File: config.mk
export PLATFORM = sky130hd
export DESIGN_NAME = arsg_front
export DESIGN_NICKNAME = d
export VERILOG_FILES = /design/src/rtl/core/arsg_pkg.sv /design/src/rtl/core/arsg_front.sv
export SDC_FILE = /design/constraint.sdc
export NUM_CORES = 1
export LEC_CHECK = 0
export ABC_CLOCK_PERIOD_IN_PS = 3230
export BUFFER_PORTS_ARGS = -buffer_cell sky130_fd_sc_hd__buf_4
export CAP_MARGIN = 20
export CORE_UTILIZATION = 55
export DETAILED_ROUTE_END_ITERATION = 10
export GPL_ROUTABILITY_DRIVEN = 1
export GPL_TIMING_DRIVEN = 0
export PLACE_DENSITY = 0.76
export SYNTH_ARGS = -nofsm -noshare
export SYNTH_HDL_FRONTEND = slang
export SYNTH_SLANG_ARGS = --single-unit
File: constraint.sdc
create_clock -name i_clk -period 3.23 [get_ports i_clk]
set_input_delay 0.1615 -clock i_clk [delete_from_list [all_inputs] [get_ports i_clk]]
set_output_delay 0.1615 -clock i_clk [all_outputs]
set_load 0.02 [all_outputs]
File: src/rtl/core/arsg_pkg.sv
// Shared constants, types and tables for the axial rotary sin/cos generator.
package arsg_pkg;

    localparam int EMB_DIM_DEF       = 64;
    localparam int CORDIC_STAGES_DEF = 16;

    localparam int POS_W       = 7;
    localparam int SCALE_W     = 17;
    localparam int IDX_W       = 5;
    localparam int OUT_W       = 16;
    localparam int K_W         = 4;
    localparam int ROM_W       = 25;
    localparam int ATAN_W      = 30;
    localparam int PROD_W      = POS_W + SCALE_W;
    localparam int ANGLE_W     = PROD_W + ROM_W;
    localparam int ANGLE_SHIFT = 10;
    localparam int REM_W       = ANGLE_W - ANGLE_SHIFT;
    localparam int MOD_STEPS   = 6;
    localparam int Z_W         = 34;
    localparam int XY_W        = 34;
    localparam int QUEUE_DEPTH = 4;
    localparam int QPTR_W      = $clog2(QUEUE_DEPTH);

    localparam logic [SCALE_W-1:0]   SCALE_RESET  = 17'd65536;
    localparam logic [32:0]          TWO_PI_Q30   = 33'd6746518852;
    localparam logic signed [Z_W-1:0] PI_Q30      = 34'sd3373259426;
    localparam logic signed [Z_W-1:0] HALF_PI_Q30 = 34'sd1686629713;
    localparam logic [63:0]          GAIN_Q30     = 64'd652032874;
    localparam logic [63:0]          GAIN_FIX_Q30 = 64'd434688582;
    localparam int                   OUT_ONE      = 16384;
    localparam int                   ROUND_HALF   = 32768;
    localparam int                   ROUND_SHIFT  = 16;

    typedef struct packed {
        logic [POS_W-1:0] row;
        logic [POS_W-1:0] column;
    } t_pos;

    typedef struct packed {
        logic [IDX_W-1:0] idx;
        logic             last;
    } t_meta;

    typedef struct packed {
        t_meta            meta;
        logic [POS_W-1:0] pos;
        logic [K_W-1:0]   k;
    } t_cmd;

    // 10^(-k/4) in Q1.24
    function automatic logic [ROM_W-1:0] freq_rom(input logic [K_W-1:0] k);
        logic [ROM_W-1:0] v;
        case (k)
            4'd0:    v = 25'd16777216;
            4'd1:    v = 25'd9434522;
            4'd2:    v = 25'd5305422;
            4'd3:    v = 25'd2983458;
            4'd4:    v = 25'd1677722;
            4'd5:    v = 25'd943452;
            4'd6:    v = 25'd530542;
            4'd7:    v = 25'd298346;
            4'd8:    v = 25'd167772;
            4'd9:    v = 25'd94345;
            4'd10:   v = 25'd53054;
            4'd11:   v = 25'd29835;
            4'd12:   v = 25'd16777;
            4'd13:   v = 25'd9435;
            4'd14:   v = 25'd5305;
            4'd15:   v = 25'd2983;
            default: v = '0;
        endcase
        return v;
    endfunction

    // atan(2^-i) in Q30
    function automatic logic [ATAN_W-1:0] atan_q30(input int i);
        logic [ATAN_W-1:0] v;
        case (i)
            0:       v = 30'd843314856;
            1:       v = 30'd497837829;
            2:       v = 30'd263043836;
            3:       v = 30'd133525158;
            4:       v = 30'd67021686;
            5:       v = 30'd33543515;
            6:       v = 30'd16775850;
            7:       v = 30'd8388437;
            8:       v = 30'd4194282;
            9:       v = 30'd2097149;
            10:      v = 30'd1048575;
            11:      v = 30'd524287;
            12:      v = 30'd262143;
            13:      v = 30'd131071;
            14:      v = 30'd65535;
            15:      v = 30'd32767;
            16:      v = 30'd16383;
            17:      v = 30'd8191;
            18:      v = 30'd4095;
            19:      v = 30'd2047;
            20:      v = 30'd1023;
            21:      v = 30'd511;
            22:      v = 30'd255;
            23:      v = 30'd127;
            default: v = '0;
        endcase
        return v;
    endfunction

endpackage

File: src/rtl/core/arsg_front.sv
// Front end: position queue and per-slot command sequencer.
module arsg_front #(
    parameter int EMB_DIM = arsg_pkg::EMB_DIM_DEF
) (
    input  logic                      i_clk,
    input  logic                      i_rst_n,
    input  logic                      i_valid,
    output logic                      o_ready,
    input  logic [arsg_pkg::POS_W-1:0] i_row,
    input  logic [arsg_pkg::POS_W-1:0] i_column,
    input  logic                      i_adv,
    output logic                      o_cmd_valid,
    output arsg_pkg::t_cmd            o_cmd
);
    import arsg_pkg::*;

    localparam int PER_AXIS = EMB_DIM / 4;
    localparam int TOTAL    = 2 * PER_AXIS;
    localparam int CNT_W    = $clog2(QUEUE_DEPTH + 1);

    t_pos             r_queue [QUEUE_DEPTH];
    logic [QPTR_W-1:0] r_wr_ptr;
    logic [QPTR_W-1:0] r_rd_ptr;
    logic [CNT_W-1:0]  r_count;
    logic [IDX_W-1:0]  r_slot;

    logic             push;
    logic             pop;
    logic             head_valid;
    logic             slot_last;
    logic             first_axis;
    logic [K_W-1:0]   axis_slot;
    logic [K_W-1:0]   slot_k;
    t_pos             head;

    assign head       = r_queue[r_rd_ptr];
    assign head_valid = (r_count != '0);
    assign o_ready    = (r_count != CNT_W'(QUEUE_DEPTH));
    assign push       = i_valid && o_ready;
    assign slot_last  = (r_slot == IDX_W'(TOTAL - 1));
    assign pop        = i_adv && head_valid && slot_last;
    assign first_axis = (r_slot < IDX_W'(PER_AXIS));

    always_comb begin
        if (first_axis) begin
            axis_slot = r_slot[K_W-1:0];
        end else begin
            axis_slot = K_W'(r_slot - IDX_W'(PER_AXIS));
        end
        // ROM index per slot, rounded down; a constant table
        slot_k = '0;
        for (int s = 0; s < PER_AXIS; s++) begin
            if (axis_slot == K_W'(s)) begin
                slot_k = K_W'((64 * s) / EMB_DIM);
            end
        end
        o_cmd_valid    = head_valid;
        o_cmd.meta.idx  = r_slot;
        o_cmd.meta.last = slot_last;
        o_cmd.pos      = first_axis ? head.column : head.row;
        o_cmd.k        = slot_k;
    end

    always_ff @(posedge i_clk) begin
        if (push) begin
            r_queue[r_wr_ptr] <= '{row: i_row, column: i_column};
        end
    end

    always_ff @(posedge i_clk) begin
        if (!i_rst_n) begin
            r_wr_ptr <= '0;
            r_rd_ptr <= '0;
            r_count  <= '0;
            r_slot   <= '0;
        end else begin
            if (push) begin
                r_wr_ptr <= r_wr_ptr + 1'b1;
            end
            if (pop) begin
                r_rd_ptr <= r_rd_ptr + 1'b1;
            end
            case ({push, pop})
                2'b10:   r_count <= r_count + 1'b1;
                2'b01:   r_count <= r_count - 1'b1;
                default: r_count <= r_count;
            endcase
            if (i_adv && head_valid) begin
                r_slot <= slot_last ? '0 : r_slot + 1'b1;
            end
        end
    end

endmodule

; ---- Yosys cells after proc, flatten, opt, wreduce, memory -nomap -nowiden
; Memory sizes are Yosys's and may differ from the RTL's. A register that Yosys moved wholly into a read port is not among the register bits.
; Index checks and enable logic that the tools add are counted.
[word_totals]
out_inout_bits = 19
mem_bits_rw = 56
word_cells = 59
mem_count = 1
inputBits = 18
reg_bits = 12
[classes]
n_lt_le_gt_ge = 1
muxes = 23
reduce_logical = 5
add_sub_neg = 6
eq_ne = 19
[memory_table]
columns = memory, depth, width, rd, rd_clocked_by_memory_dff, write_ports, line_no
row1 = r_queue, 4, 14, 1, 1, 1, arsg_front.sv:21  ; t_pos r_queue [QUEUE_DEPTH];
[ops]
columns = op, n
row1 = 4-bit two-way mux, 15
row2 = 4-bit == test (second input constant), 8
row3 = 4-bit by 3-bit == test with 1-bit output (second input constant), 4
row4 = 4-bit by 2-bit == test with 1-bit output (second input constant), 2
row5 = 7-bit two-way mux, 1
row6 = 3-bit one-hot mux with 2 select lines, 1
row7 = 5-bit by 1-bit adder with 5-bit output (second input constant), 1
row8 = 5-bit == test (second input constant), 1
row9 = 5-bit < comparator (second input constant), 1
row10 = 5-bit two-way mux, 1
row11 = 2-bit by 1-bit adder with 2-bit output (second input constant), 2
row12 = 4-bit by 1-bit == test with 1-bit output (second input constant), 1
row13 = 2-bit two-way mux, 2
row14 = 4-bit by 1-bit subtractor with 4-bit output (second input constant), 1
row15 = 3-bit by 1-bit adder with 3-bit output (second input constant), 1
row16 = 1-bit logical AND, 3
row17 = 1-bit two-way mux, 3
row18 = 3-bit != test (second input constant), 1
row19 = 3-bit nonzero test, 1
row20 = 3-bit by 1-bit subtractor with 3-bit output (second input constant), 1
row21 = 2-bit by 1-bit == test with 1-bit output (second input constant), 1
row22 = 2-bit == test (second input constant), 1
row23 = 2-bit nonzero test, 1

; ---- Longest topological paths before layout
; Gate-level depths: netlist of the first run.
[logic_depth]
depth_word = 18
ltp_mapped = 11
mapped_depth_nobuf = 11

; ---- Least setup slack after synthesis of the first run
; OpenSTA, ideal clock, no wires.
[synth_path]
path_kind = flip-flop to flip-flop
startpoint = reg r_slot[0]
endpoint = reg r_count[2]
arrival_ns = 2.552
required_ns = 3.160
stages_incl_launch_ff = 12
synth_period_minus_slack_ns = 2.622
setup_ns = 0.070
n_path_buf = 0
setup_slack_ns = 0.608
path_cell_list = dfxtp_1 -> ha_1 -> and3_1 -> ha_1 -> o311ai_1 -> inv_1 -> ha_1 -> inv_1 -> fa_1 -> xor2_1 -> or3_1 -> a21oi_1
[synth_between]
elab_chain_cells = 4
elab_cells_between_ends = 6
cone_classes = 3 x eq/ne / 1 x mux / 2 x reduce/logical
[synth_lines]
columns = item, line_no
row1 = start: declaration, arsg_front.sv:25  ; logic [IDX_W-1:0] r_slot;
row2 = start signal: assignment, arsg_front.sv:89  ; r_slot <= slot_last ? '0 : r_slot + 1'b1;
row3 = 5-bit == test *, arsg_front.sv:40  ; assign slot_last = (r_slot == IDX_W'(TOTAL - 1));
row4 = net slot_last, arsg_front.sv:30  ; logic slot_last;
row5 = 1-bit logical AND *, arsg_front.sv:41  ; assign pop = i_adv && head_valid && slot_last;
row6 = net pop, arsg_front.sv:28  ; logic pop;
row7 = 2-bit by 1-bit == test with 1-bit output / 2-bit == test (equally long branches), arsg_front.sv:83  ; case ({push, pop})
row8 = 3-bit one-hot mux with 2 select lines / 2-bit nonzero test (equally long branches), --
row9 = end signal: assignment, arsg_front.sv:84  ; 2'b10: r_count <= r_count + 1'b1;
row10 = end signal: assignment, arsg_front.sv:85  ; 2'b01: r_count <= r_count - 1'b1;
row11 = end signal: assignment, arsg_front.sv:86  ; default: r_count <= r_count;
row12 = end: declaration, arsg_front.sv:24  ; logic [CNT_W-1:0] r_count;
; Mark *: on every way through the listed nets, which the timed path passes. The rest lies on a longest branch.
; A chain may end at the register's enable or synchronous reset.

; ---- Worst setup path in the final report of the first run
; Same ends and word-level chain as after synthesis.

==> results of run 1 <==
==> stage by stage <==
stage / std cells / worst slack (ns)
floorplan: 176 / 0.608
global placement: 281 / 0.559
detailed placement: 281 / 0.425
CTS: 297 / 0.393
global route: 297 / 0.192
finish: 297 / 0.407
==> path summary, 6_finish.rpt <==
kind / start / end
max: r_slot[0] / r_count[2]
min: i_column[3] / r_queue[0][3]
max reg2reg: r_slot[0] / r_count[2]
min reg2reg: r_rd_ptr[1] / flop
==> flip-flops by register name, summed over array words and instances, names as in the netlist, named ones only <==
signal    count
r_queue      56
r_slot        5
r_count       3
r_rd_ptr      2
r_wr_ptr      2
==> layout make-up <==
| type | count | area [sq um] |
|---|---|---|
| buffer | 8 | 58.8 |
| clock buffer | 14 | 195 |
| clock inverter | 2 | 10.0 |
| fill | 369 | 1610 |
| inverter | 11 | 41.3 |
| multi-input combinational | 87 | 908 |
| sequential | 70 | 1960 |
| tap | 70 | 87.6 |
| timing repair buffer | 35 | 263 |
==> layer usage <==
layer | global-route usage, % | vias to the layer above
met5 | 0 | -
met4 | 11.1 | 0
met3 | 5.16 | 14
met2 | 31.6 | 39
met1 | 22.3 | 794
li1 | - | 780
==> synth_stat cells <==
master / n
o31ai_1: 1
or3b_1: 1
nor3_1: 1
buf_4: 1
dfxtp_1: 14
a21o_1: 3
nand3_1: 3
or4_1: 1
or3_1: 4
and3_1: 5
mux2_2: 7
or4b_1: 1
inv_1: 11
buf_2: 1
buf_12: 1
nor2b_1: 2
xnor2_1: 1
xor2_1: 2
ha_1: 10
a31oi_1: 1
or2_2: 1
buf_1: 2
o311ai_1: 1
buf_6: 1
fa_1: 1
clkbuf_1: 2
o21ai_0: 4
edfxtp_1: 56
nand2_1: 6
a21oi_1: 10
o31a_1: 1
mux4_1: 14
nor2_1: 6
==> kinds of logic (layout without fill, tap and decap cells) <==
group / after synthesis / in the layout / share of synthesized area [%]
flip-flops: 70 / 70 / 66.0
AND/OR/NAND/NOR: 31 / 31 / 5.60
AO/OA/AOI/OAI: 21 / 21 / 4.17
multiplexers: 21 / 21 / 15.0
buffers and inverters: 19 / 70 / 3.37
adder cells (fa/ha/maj): 11 / 11 / 4.89
XOR/XNOR: 3 / 3 / 0.885
==> report_power, final <==
group	total [mW]	switching (mW)	internal, mW
Combinational	0.129	0.0714	0.0579
Clock	0.696	0.304	0.392
Sequential	1.02	0.0143	1.01
Total	1.85	0.390	1.46
==> flow_summary.ini, run 1 <==
[timing]
slew_viol_final = 0
setup_tns_ns = 0
rsz0062_at_grt = no
finalSetupViolations = 0
finClkSkew_ns = 0.00615
fmax_mhz = 354
fin_crit_sh_pct = 87.4
whs_ns = 0.0257
tightest_slew_ns = 0.861
min_period_ns = 2.82
slew-limit-headroom_pct = 42.1
hold_viol = 0

[synthesis]
synth.avg_cell_area_sq_um = 16.9
netlist-cell-type-count = 33
yosys_warnings = 0
synth.area.top_cells = edfxtp_1 57%, mux4_1 12%, dfxtp_1 9.4%
synth.cell_area_sq_um = 2970
synth_largest_area_cell = edfxtp_1
yosysSeqAreaShare_pct = 66.0
synth_cells = 176
ys_ff_latch = 70
synth_top_area_share_pct = 56.6
synthesis.nets = 205

[worst_setup_path]
cp.arrival_ns = 3.08
critPathSlowestCell = dfxtp_1
crit_path_frequent_cell = ha_1
worstPathCellList = ha_1 -> and3_1 -> ha_1 -> o311ai_1 -> inv_1 -> ha_1 -> inv_1 -> fa_1 -> xor2_1 -> or3_1 -> a21oi_1
path_max_fanout = 8
critical_path_depth = 11
start_kind = flop
worst_path_largest_cell_delay_ns = 0.45
cp-end-kind = flop
worst-path-buf-inv = 2
path_delay_family = adder cells
critPathRequiredTime_ns = 3.49
crit_type = reg2reg
reg2reg_setup_slack_ns = 0.41
reg2regPathDepth = 11

[place]
routabilityCongestion = 0.826
hpwl_um = 3340
port_buffers = 35
placed_area_sq_um = 3320

[global_routing]
grt_pass1_vias = 1560
grt-ovfl-total = 0
track_usage_pct = 19.0
grt_pass1_wl_um = 7380
antenna_found_initial = 0
grt_max_degree = 15

[routing]
wl_met1_um = 2130
top_layer_used = met4
drc_errors = 0
dr.pass1.iters = 4
drt-wirelength-per-cell_um = 16.5
first_iter_violations = 62
viasPerCell = 5.48
vias = 1627
postRouteAntennaNets = 0
wl_met3_um = 158
wl_um = 4890
wl_met2_um = 2500

[finish]
area_growth_pct = 18.7
num_antenna_cells = 0
final_util_pct = 68.6
layout_common_cells = 56 x edfxtp_1, 36 x buf_4, 14 x mux4_1, 14 x dfxtp_1, 11 x inv_1
nNetsFinal = 251
fin_area_sq_um = 3530
drive_gt1_share_pct = 26.9
layout_commonest_cell = edfxtp_1

[cts]
post_cts_resized = 0
clkTransAtPathRegs_ns = 0.07
cts-root-buf = clkbuf_8
worstSkewPairLatency_ns = 0.33
clock-sinks = 70
cts_buffers = 9
cts_hold_buf = 0
clockBufferDepth = 2
post-cts-setup-buffers = 0
htree_levels = 3
cts_tree = built

[die]
die-area_sq_um = 5700
die_w_um = 75.5
initial_core_util_pct = 57.8
die_h_um = 75.5
std_cell_rows = 26
io-pin-count = 37
core_sq_um = 5140

[pwr]
vdd_drop_max_uv = 220
p_total_mw = 1.85
p_leak_nw = 1.31
p_per_area_nw_per_um2 = 524

[status]
status = complete, no violations

[min_path]
hold_depth = 1
hp-class = in2reg

[flow_run]
maxCapViolCount = 0
Power figures use the tool's default switching activity.
==> run 2: changes to the inputs <==
--- a/config.mk
+++ b/config.mk
@@ -5,14 +5,14 @@
 export SDC_FILE = /design/constraint.sdc
 export NUM_CORES = 1
 export LEC_CHECK = 0
-export ABC_CLOCK_PERIOD_IN_PS = 3230
+export ABC_CLOCK_PERIOD_IN_PS = 2450
 export BUFFER_PORTS_ARGS = -buffer_cell sky130_fd_sc_hd__buf_4
 export CAP_MARGIN = 20
-export CORE_UTILIZATION = 55
+export CORE_UTILIZATION = 51
 export DETAILED_ROUTE_END_ITERATION = 10
 export GPL_ROUTABILITY_DRIVEN = 1
 export GPL_TIMING_DRIVEN = 0
-export PLACE_DENSITY = 0.76
+export PLACE_DENSITY = 0.74
 export SYNTH_ARGS = -nofsm -noshare
 export SYNTH_HDL_FRONTEND = slang
 export SYNTH_SLANG_ARGS = --single-unit
==> constraint.sdc (replaced) <==
create_clock -name i_clk -period 2.45 [get_ports i_clk]
set_input_delay 0.1225 -clock i_clk [delete_from_list [all_inputs] [get_ports i_clk]]
set_output_delay 0.1225 -clock i_clk [all_outputs]
set_load 0.02 [all_outputs]
==> run 2 against run 1 <==
- critical path depth unchanged
- clock skew barely moved
- combinational power rose by 52%
- total power increased by 35%
- non-clock buffer count grew 18
- largest cell class unchanged
- critical path type unchanged
==> flow_summary.ini, run 2 (same netlist as run 1, synthesis figures left out) <==
[worst_setup_path]
reg2regPathDepth = 11
endpoint = r_count[2]
worst_path_largest_cell_delay_ns = 0.38
critPathRequiredTime_ns = 2.70
reg2reg_setup_slack_ns = 0.15
cp-end-kind = flop
worstPathCellList = ha_4 -> and3_4 -> ha_4 -> o311ai_4 -> inv_1 -> ha_2 -> inv_1 -> fa_2 -> xor2_1 -> or3_1 -> a21oi_1
cp.arrival_ns = 2.55
crit_path_start = r_slot[0]
critical_path_depth = 11
worst-path-buf-inv = 2
path_max_fanout = 5
r2r-start = r_slot[0]
critPathSlowestCell = dfxtp_4
path_delay_family = adder cells
rr_endpoint = r_count[2]
start_kind = flop
crit_type = reg2reg

[timing]
whs_ns = 0.0809
hold_viol = 0
finalSetupViolations = 0
fmax_mhz = 435
rsz0062_at_grt = no
min_period_ns = 2.30
finClkSkew_ns = 0.00658
setup_slack_ns = 0.149
fin_crit_sh_pct = 93.9
slew-limit-headroom_pct = 46.0
tightest_slew_ns = 0.803
slew_viol_final = 0

[pwr]
clkPwrFrac_pct = 38.1
p_switching_mw = 0.504
switching_share_pct = 20.2
power.internal_mw = 1.99
p_per_area_nw_per_um2 = 664
combPwrFrac_pct = 7.9
p_leak_nw = 1.38
seqPwrFrac_pct = 54.1
vdd_drop_max_uv = 417

[place]
hpwl_um = 3340
routabilityCongestion = 0.756
port_buffers = 35
pre_cts_ws_ns = -0.150
placed_area_sq_um = 3340

[global_routing]
grt_pass1_vias = 1615
grt_pass1_wl_um = 8120
track_usage_pct = 18.3
antenna_found_initial = 0
grt-ovfl-total = 0
grt_max_degree = 15

[cts]
cts_tree = built
worstSkewPairLatency_ns = 0.32
htree_levels = 3
cts-root-buf = clkbuf_8
clkTransAtPathRegs_ns = 0.07
clock-sinks = 70
cts_buffers = 9
clockBufferDepth = 2

[die]
initial_core_util_pct = 53.3
core_sq_um = 5570
die_w_um = 78.3
die-area_sq_um = 6130
die_h_um = 78.3
io-pin-count = 37
std_cell_rows = 27

[finish]
num_antenna_cells = 0
layout_common_cells = 56 x edfxtp_1, 40 x buf_4, 14 x mux4_1, 14 x dlygate4sd3_1
layout_commonest_cell = edfxtp_1
fillers = 380
largest_registers = r_queue x56, r_slot x5, r_count x3
fin_area_sq_um = 3760
nNetsFinal = 269
regMostFlops = r_queue
drive_gt1_share_pct = 29.8
area_growth_pct = 26.6
largest_reg_flops = 56

[status]
status = complete, no violations

[routing]
vias = 1681
drt-wirelength-per-cell_um = 16.5
drc_errors = 0
postRouteAntennaNets = 0
viasPerCell = 5.30
first_iter_violations = 74
dr.pass1.iters = 6
wl_um = 5240

[flow_run]
maxCapViolCount = 0

[min_path]
hp-class = in2reg
hold_depth = 3
## run 2: layer usage
metal  vias up  GRT usage [%]  routed length, um
met1       834           24.3               2320
li1        812              -                  -
met4         0           7.78                 56
met2        30           29.9               2710
met3         5           3.14                150
met5         -              0                  0
## run 2: area by class of cell
class | instances | area [sq um] | area share [%]
well taps | 72 | 90.1 | 2.40
clock buffers | 11 | 131 | 3.49
plain buffers | 8 | 58.8 | 1.56
flip-flops and latches | 70 | 1970 | 52.4
multi-input cells | 87 | 961 | 25.6
repair buffers | 53 | 433 | 11.5
inverters | 11 | 41.3 | 1.10
clock inverters | 5 | 73.8 | 1.96
## run 2: power by group through the flow
stage	clock (mW)	combinational, mW	sequential, mW
finish	0.950	0.196	1.35
global route	1.01	0.215	1.35
CTS	0.971	0.191	1.35
detailed placement	0	0.172	1.37
global placement	0	0.167	1.37
floorplan	0	0.0961	1.37
## run 2: what timing repair did
item                                   CTS  global route
setup buffers                            1             3
resized for setup                        3             5
hold buffers                            14             0
setup endpoints to repair                1             1
endpoints found under the hold margin   53             0
## run 2: worst min path at each step
stage / startpoint / endpoint
floorplan: i_column[0] / r_queue[0][0]
global placement: i_column[0] / r_queue[2][0]
detailed placement: i_row[2] / r_queue[1][9]
CTS: i_rst_n / r_slot[4]
global route: i_rst_n / r_count[2]
finish: i_rst_n / r_count[2]
## run 2: worst min-delay path, cell delays in order
cell and delay (ns):
buf_4 0.07, inv_1 0.06, a21oi_1 0.11
## run 2: metrics by stage
stage | utilization (%) | power [mW] | setup TNS (ns) | cells
after global routing | 67.5 | 2.58 | 0 | 317
after floorplan | - | 1.47 | 0 | 176
after detailed placement | 59.8 | 1.55 | -0.150 | 283
after CTS | 66.7 | 2.51 | 0 | 314
final | 67.5 | 2.50 | 0 | 317
after global placement | 59.8 | 1.54 | -0.107 | 283
==> run 3: changes to the inputs <==
--- a/config.mk
+++ b/config.mk
@@ -5,14 +5,14 @@
 export SDC_FILE = /design/constraint.sdc
 export NUM_CORES = 1
 export LEC_CHECK = 0
-export ABC_CLOCK_PERIOD_IN_PS = 2450
+export ABC_CLOCK_PERIOD_IN_PS = 2200
 export BUFFER_PORTS_ARGS = -buffer_cell sky130_fd_sc_hd__buf_4
 export CAP_MARGIN = 20
-export CORE_UTILIZATION = 51
+export CORE_UTILIZATION = 55
 export DETAILED_ROUTE_END_ITERATION = 10
 export GPL_ROUTABILITY_DRIVEN = 1
 export GPL_TIMING_DRIVEN = 0
-export PLACE_DENSITY = 0.74
+export PLACE_DENSITY = 0.88
 export SYNTH_ARGS = -nofsm -noshare
 export SYNTH_HDL_FRONTEND = slang
 export SYNTH_SLANG_ARGS = --single-unit
==> constraint.sdc (replaced) <==
create_clock -name i_clk -period 2.2 [get_ports i_clk]
set_input_delay 0.11 -clock i_clk [delete_from_list [all_inputs] [get_ports i_clk]]
set_output_delay 0.11 -clock i_clk [all_outputs]
set_load 0.02 [all_outputs]
==> run 3 against run 2 <==
- sequential share of layout area shrank 0.37 points
- register-to-register slack worse by 0.12 ns
- wire length grew 4.5%
- utilization rose by 6.5 points
- maximum frequency increased by 5.8%
- sequential cell count unchanged
- critical path type unchanged
- highest routed layer unchanged
==> flow_summary.ini, run 3 (same netlist as run 1, synthesis figures left out) <==
[cts]
cts-root-buf = clkbuf_8
clock-sinks = 70
clockBufferDepth = 2
worstSkewPairLatency_ns = 0.33
clkTransAtPathRegs_ns = 0.07
cts_tree = built
cts_buffers = 9
htree_levels = 3

[pwr]
combPwrFrac_pct = 8.6
clkPwrFrac_pct = 36.1
p_switching_mw = 0.600
seqPwrFrac_pct = 55.3
power.internal_mw = 2.11
p_per_area_nw_per_um2 = 711
p_total_mw = 2.70
p_leak_nw = 1.40
vdd_drop_max_uv = 436
switching_share_pct = 22.2

[timing]
rsz0062_at_grt = yes
whs_ns = 0.0665
setup_slack_ns = 0.0245
fin_crit_sh_pct = 98.9
finalSetupViolations = 0
fmax_mhz = 460
hold_viol = 0
min_period_ns = 2.18
slew_viol_final = 0
slew-limit-headroom_pct = 41.9
finClkSkew_ns = 0.00677
tightest_slew_ns = 0.865

[global_routing]
grt_max_degree = 15
grt_pass1_vias = 1783
grt_pass1_wl_um = 8350
track_usage_pct = 21.0
antenna_found_initial = 0
grt-ovfl-total = 0

[min_path]
hp-class = in2reg

[finish]
layout_commonest_cell = edfxtp_1
multi_input_area_sq_um = 973
regMostFlops = r_queue
fillers = 338
fin_cells = 320
num_antenna_cells = 0
drive_gt1_share_pct = 35.2
layout_common_cells = 56 x edfxtp_1, 46 x buf_4, 14 x mux4_1, 14 x dlygate4sd3_1, 10 x a21oi_1
area_growth_pct = 28.1
largest_reg_flops = 56
largest_registers = r_queue x56, r_slot x5, r_count x3
nNetsFinal = 274
ff_latch_area_sq_um = 1980
final_util_pct = 74.0

[die]
die_w_um = 75.5
std_cell_rows = 26
io-pin-count = 37
core_sq_um = 5140
die_h_um = 75.5
initial_core_util_pct = 57.8
die-area_sq_um = 5700

[worst_setup_path]
cp-end-kind = flop
start_kind = flop
cp.arrival_ns = 2.44
crit_type = reg2reg
critPathRequiredTime_ns = 2.46
path_max_fanout = 2

[place]
post-place-cells = 281
hpwl_um = 3350
port_buffers = 35
routabilityCongestion = 0.719
pre_cts_ws_ns = -0.165

[routing]
dr.pass1.iters = 4
wl_um = 5470
first_iter_violations = 65
drt-wirelength-per-cell_um = 17.1
viasPerCell = 5.51
postRouteAntennaNets = 0
vias = 1764
drc_errors = 0

[flow_run]
maxCapViolCount = 0

[status]
status = complete, no violations
==> run 3: changes by cell type in the layout (fill, tap and decap cells not counted), sizes merged <==
cell and change:
buf +5, clkbuf -2, clkinvlp +2, bufinv -1, clkinv +1
==> run 3: worst max-delay path, cell delays in order (launching register included) <==
cell and delay [ns]:
dfxtp_4 0.36, ha_4 0.13, and3_4 0.19, ha_4 0.14, o311ai_4 0.09, inv_2 0.09, ha_4 0.14, inv_2 0.03
fa_2 0.33, xor2_1 0.16, or3_1 0.31, a21oi_1 0.12
==> run 3: layer usage <==
layer  track usage [%]  wire length, um
met2              35.7             2860
met4              9.88               68
met5                 0                0
met1              25.3             2370
met3              5.03              168
==> run 3: power groups by stage <==
| stage | combinational (mW) | sequential (mW) | clock, mW |
|---|---|---|---|
| global route | 0.254 | 1.50 | 1.04 |
| global placement | 0.185 | 1.53 | 0 |
| detailed placement | 0.193 | 1.53 | 0 |
| finish | 0.232 | 1.50 | 0.976 |
| CTS | 0.221 | 1.50 | 0.991 |
| floorplan | 0.108 | 1.53 | 0 |
==> run 3: layout make-up <==
cell class                      instances  area share (%)
Sequential cell                        70            52.0
Inverter                               11            1.09
Tap cell                               70            2.30
Multi-Input combinational cell         87            25.6
Timing Repair Buffer                   58            12.4
Clock buffer                            9            3.26
Buffer                                  8            1.64
Clock inverter                          7            1.71
==> run 3: worst paths after layout <==
check,start,end,slack [ns],depth (start not counted)
setup reg to reg,r_slot[0],r_count[2],0.02,11
hold reg to reg,r_slot[2],r_slot[2],0.56,2
setup / recovery,r_slot[0],r_count[2],0.02,11
hold / removal,i_rst_n,r_wr_ptr[1],0.07,3
==> run 3: timing repair <==
action                                 in CTS  in global routing
endpoints found under the hold margin      56                  0
pin swaps                                   3                  0
buffers inserted                            6                  3
gates resized for setup                     8                  4
setup endpoints to repair                   2                  1
hold buffers                               14                  0
==> run 3: metrics by stage <==
step | instance area [sq um] | TNS, ns
after global routing | 3800 | -0.0642
after CTS | 3770 | -0.00550
after floorplan | 3030 | -0.0386
after detailed placement | 3380 | -0.165
after global placement | 3380 | -0.102
final | 3800 | 0
